## config.mk

```make
export PLATFORM = sky130hd
export DESIGN_NAME = idpr_ctrl
export DESIGN_NICKNAME = d
export VERILOG_FILES = /design/src/hw/rtl/idpr_pkg.sv /design/src/hw/rtl/idpr_ctrl.sv
export SDC_FILE = /design/constraint.sdc
export NUM_CORES = 1
export LEC_CHECK = 0
export ABC_AREA = 1
export BUFFER_PORTS_ARGS = -buffer_cell sky130_fd_sc_hd__buf_4
export CORE_AREA = 3 3 40 42
export CTS_CLUSTER_SIZE = 8
export DETAILED_ROUTE_END_ITERATION = 6
export DIE_AREA = 0 0 43 45
export GPL_ROUTABILITY_DRIVEN = 0
export PLACE_DENSITY = 0.48
export SYNTH_ARGS = -nofsm -noshare
export SYNTH_HDL_FRONTEND = slang
export SYNTH_SLANG_ARGS = --single-unit
```

## constraint.sdc

```tcl
create_clock -name clk -period 1.45 [get_ports clk]
set_input_delay 0.0725 -clock clk [delete_from_list [all_inputs] [get_ports clk]]
set_output_delay 0.0725 -clock clk [all_outputs]
set_load 0.03 [all_outputs]
```

## src/hw/rtl/idpr_pkg.sv

```systemverilog
// shared types and constants for the dot product requantizer
package idpr_pkg;
	localparam int CfgIdxW = 3;
	localparam logic [CfgIdxW-1:0] REG_ACT_SIGNED = 3'd0;
	localparam logic [CfgIdxW-1:0] REG_WGT_SIGNED = 3'd1;
	localparam logic [CfgIdxW-1:0] REG_OUT_SIGNED = 3'd2;
	localparam logic [CfgIdxW-1:0] REG_ACT_ZP     = 3'd3;
	localparam logic [CfgIdxW-1:0] REG_OUT_ZP     = 3'd4;
	localparam logic [CfgIdxW-1:0] REG_ACT_MODE   = 3'd5;
	localparam logic [CfgIdxW-1:0] REG_RELU6      = 3'd6;
	localparam logic [1:0] MODE_NONE  = 2'd0;
	localparam logic [1:0] MODE_RELU  = 2'd1;
	localparam logic [1:0] MODE_RELU6 = 2'd2;
	localparam int MagCap = 4096;
	localparam int MaxLanes = 8;

	typedef struct packed {
		logic act_signed;
		logic wgt_signed;
		logic out_signed;
		logic signed [8:0] act_zp;
		logic signed [8:0] out_zp;
		logic [1:0] act_mode;
		logic signed [8:0] relu6_limit;
	} cfg_t;

	typedef struct packed {
		logic load;
		logic mac;
		logic fin;
		logic mul;
		logic mulh;
		logic rnd;
		logic outp;
	} cmd_t;
endpackage

```

## src/hw/rtl/idpr_ctrl.sv

```systemverilog
// sequencing controller for the dot product requantizer
module idpr_ctrl (
	input  logic clk,
	input  logic arst_n,
	input  logic in_valid,
	input  logic in_last,
	input  logic out_ready,
	output logic in_ready,
	output logic out_valid,
	output idpr_pkg::cmd_t cmd
);
	localparam logic [2:0] S_IDLE = 3'd0;
	localparam logic [2:0] S_MAC  = 3'd1;
	localparam logic [2:0] S_FIN  = 3'd2;
	localparam logic [2:0] S_MUL  = 3'd3;
	localparam logic [2:0] S_MULH = 3'd4;
	localparam logic [2:0] S_RND  = 3'd5;
	localparam logic [2:0] S_OUT  = 3'd6;
	logic [2:0] state_q, state_d;
	logic last_q;
	logic ovalid_q;
	logic take;

	assign in_ready = (state_q == S_IDLE);
	assign take = in_valid && in_ready;
	assign out_valid = ovalid_q;

	always_comb begin
		state_d = state_q;
		cmd = '0;
		case (state_q)
			S_IDLE: begin
				cmd.load = take;
				if (take) state_d = S_MAC;
			end
			S_MAC: begin
				cmd.mac = 1'b1;
				state_d = last_q ? S_FIN : S_IDLE;
			end
			S_FIN: begin
				cmd.fin = 1'b1;
				state_d = S_MUL;
			end
			S_MUL: begin
				cmd.mul = 1'b1;
				state_d = S_MULH;
			end
			S_MULH: begin
				cmd.mulh = 1'b1;
				state_d = S_RND;
			end
			S_RND: begin
				cmd.rnd = 1'b1;
				if (!ovalid_q || out_ready) state_d = S_OUT;
			end
			S_OUT: begin
				cmd.outp = 1'b1;
				state_d = S_IDLE;
			end
			default: state_d = S_IDLE;
		endcase
	end

	always_ff @(posedge clk or negedge arst_n) begin
		if (!arst_n) begin
			state_q <= S_IDLE;
			last_q <= 1'b0;
			ovalid_q <= 1'b0;
		end else begin
			state_q <= state_d;
			if (take) last_q <= in_last;
			if (cmd.outp) ovalid_q <= 1'b1;
			else if (out_ready) ovalid_q <= 1'b0;
		end
	end
endmodule

```

==> impl_metrics.ini <==
[global_route]
grt_start_max_net_pins = 8
grt_pass1_vias = 293
grt.overflow.total = 0
grt_first_pass_wirelength_um = 1100
track_usage_pct = 7.95
number_of_antenna_violations_at_the_first_check_in_global_routing = 0

[outcome]
outcome = complete, no violations

[flow_run]
maxCapViolations = 0

[setup_path]
startpoint_type = register
worst-endpoint-arrival_ns = 1.19
critical_path_required_ns = 1.38
worst_setup_end_kind = primary output
path_class = reg -> out
timing.critical_path.fanout_max = 5

[clocking]
postcts_resize_cnt = 0
number_of_clock_buffers_inserted_by_tritoncts = 3
clk_pin_slew_ns = 0.04
clock_tree.htree_level_count = 1
worst_skew_pair.late_latency_ns = 0.23
tritoncts = built
post-cts-setup-buffer-count = 0
cts.sink_count = 5
clock-root-buffer = clkbuf_4
maximum_clock_insertion_buffer_count = 2

[timing]
rsz0062_at_grt = false
finalHoldViolations = 0
finalCriticalPeriod_ns = 1.27
holdWs_ns = 0.0442
report.final.setup_viol = 0
drv_slew = 0
worst_clock_skew_ns = 0.00261
timing.fmax_mhz = 789
tightestPinTransition_ns = 0.221
period_share_pct = 87.4
slew-limit-headroom_pct = 85.3
fin_tns_setup_ns = 0

[routing]
detail_route.vias_per_cell = 3.99
drc = 0
postRouteWirelength_um = 606
first_pass_iters = 1
route.detailed.wl_per_inst_um = 8.19
via_count_of_the_routed_design = 295
initialDrtViolationCount = 0
antenna_violating_nets_post_route = 0

[finish]
post_route_cells_drive_above_1_share_pct = 37.3
n_fill_cell = 144
diodes = 0
design.final.nets = 65
area_delta_synth_final_pct = 48.7

[pwr]
design_power_total_uw = 992
peakVddDrop_mv = 0.645
static-leakage-power_uw = 0.000259
p_per_area_nw_per_um2 = 2240

[yosys]
synthArstFlopShare_pct = 100
synthesis.area_per_instance_um2 = 7.09
area_contributors_post_synth = dfrtp_1 42%, nor2_1 11%, inv_1 10%
synth.most_common_cell = nor2_1
post_synth_mux_area_share_pct = 0
synthFlopType = dfrtp_1
synth_cell_types = 14
synth-adder-area-share_pct = 0
synth-warning-count = 0
yosys.area.top_type_share_pct = 42.0
synth_largest_area_cell = dfrtp_1
synth_seq_cells = 5
synth_compound_area_share_pct = 8.40
synth_enable_flop_cells = 0
xor_and_xnor_fraction_of_the_mapped_netlist_area_pct = 0
synthSimpleGateAreaFrac_pct = 34.5
synthCells = 42
netlist_top_cells_count = 9 x nor2_1, 8 x inv_1, 5 x dfrtp_1, 4 x nand2_1, 4 x nand3_1
cell_area_after_technology_mapping_um2 = 298
synth_top_family_by_area = simple AND/OR/NAND/NOR gates
post_synth_net_total = 47
synth-seq-area-share_pct = 42.0

[placement]
dp_hpwl_um = 523
placement.io_buffers = 13

[die]
core_um2 = 1280
die_y_um = 45
io_pins = 14
floorplan.initialDensity_pct = 23.2
die_area_um2 = 1940
die_width_um = 43
core.rowCount = 13

[hold_path]
timing.hold.worst.class = in -> reg
## final timing paths
check,start,end,slack (ns),depth (start not counted)
min,out_ready,out_valid$_DFFE_PN0P_,0.04,2
max in group asynchronous,arst_n,state_q[1]$_DFFE_PN0P_,1.17,2
min in group asynchronous,arst_n,state_q[2]$_DFFE_PN0P_,0.18,2
max,state_q[0]$_DFFE_PN0P_,cmd[6],0.18,4
max reg2reg,state_q[0]$_DFFE_PN0P_,last_q$_DFFE_PN0P_,0.44,4
min reg2reg,last_q$_DFFE_PN0P_,last_q$_DFFE_PN0P_,0.50,2
## registers in the layout (all words and copies together) (netlist names)
register	cells
state_q	3
out_valid	1
last_q	1
## kinds of logic after synthesis
| family | Yosys count |
|---|---|
| buf+inv | 11 |
| flops | 5 |
| simple gates | 21 |
| compound gates | 5 |
## placed cells by master, fill, tap and decap left out
cell,count
o21ai_0,2
clkbuf_1,1
dlygate4sd3_1,1
nor3_2,1
nor2_4,1
nand2_2,1
inv_1,8
o21ai_1,2
nand3_1,4
inv_2,2
nor2_1,9
dfrtp_1,5
a21oi_1,1
clkbuf_4,3
buf_4,13
nand2_1,4
nor2_2,1
## per-stage QoR
stage | cells | worst slack [ns] | cell area, um2 | utilization (%)
after CTS | 74 | 0.175 | 443 | 34.5
after global routing | 74 | 0.0741 | 443 | 34.5
after global placement | 69 | 0.429 | 407 | 31.6
after detailed placement | 69 | 0.435 | 407 | 31.6
after floorplan | 42 | 0.284 | 298 | -
final | 74 | 0.183 | 443 | 34.5
## worst max-delay path, stage by stage, from the launching register on
cell and delay (ns):
dfrtp_1 0.43, nor2_2 0.18, nand2_2 0.10, nor2_4 0.09, buf_4 0.16
## area by class of cell
cell class | count | area [um2] | area share, %
Timing Repair Buffer | 14 | 108 | 24.3
Multi-Input combinational cell | 26 | 128 | 28.8
Inverter | 10 | 37.5 | 8.47
Sequential cell | 5 | 125 | 28.2
Clock buffer | 4 | 26.3 | 5.93
Tap cell | 15 | 18.8 | 4.24
## metal layers
metal	vias up	GRT usage, %	part of all wire [%]
li1	160	-	-
met1	130	9.05	43
met2	5	12.0	51
met3	0	3.59	5.9
met4	0	5.42	0
met5	-	0	0
## timing repair
item                       in CTS  in global routing
hold endpoints to repair        5                  0
hold buffers                    1                  0
setup endpoints to repair       0                  0
## power breakdown
part | switching [uW] | total (uW) | internal, uW
sequential | 72.1 | 268 | 196
combinational | 368 | 571 | 203
clock | 50.0 | 154 | 104
No activity file was read; power rests on OpenSTA's default activity.
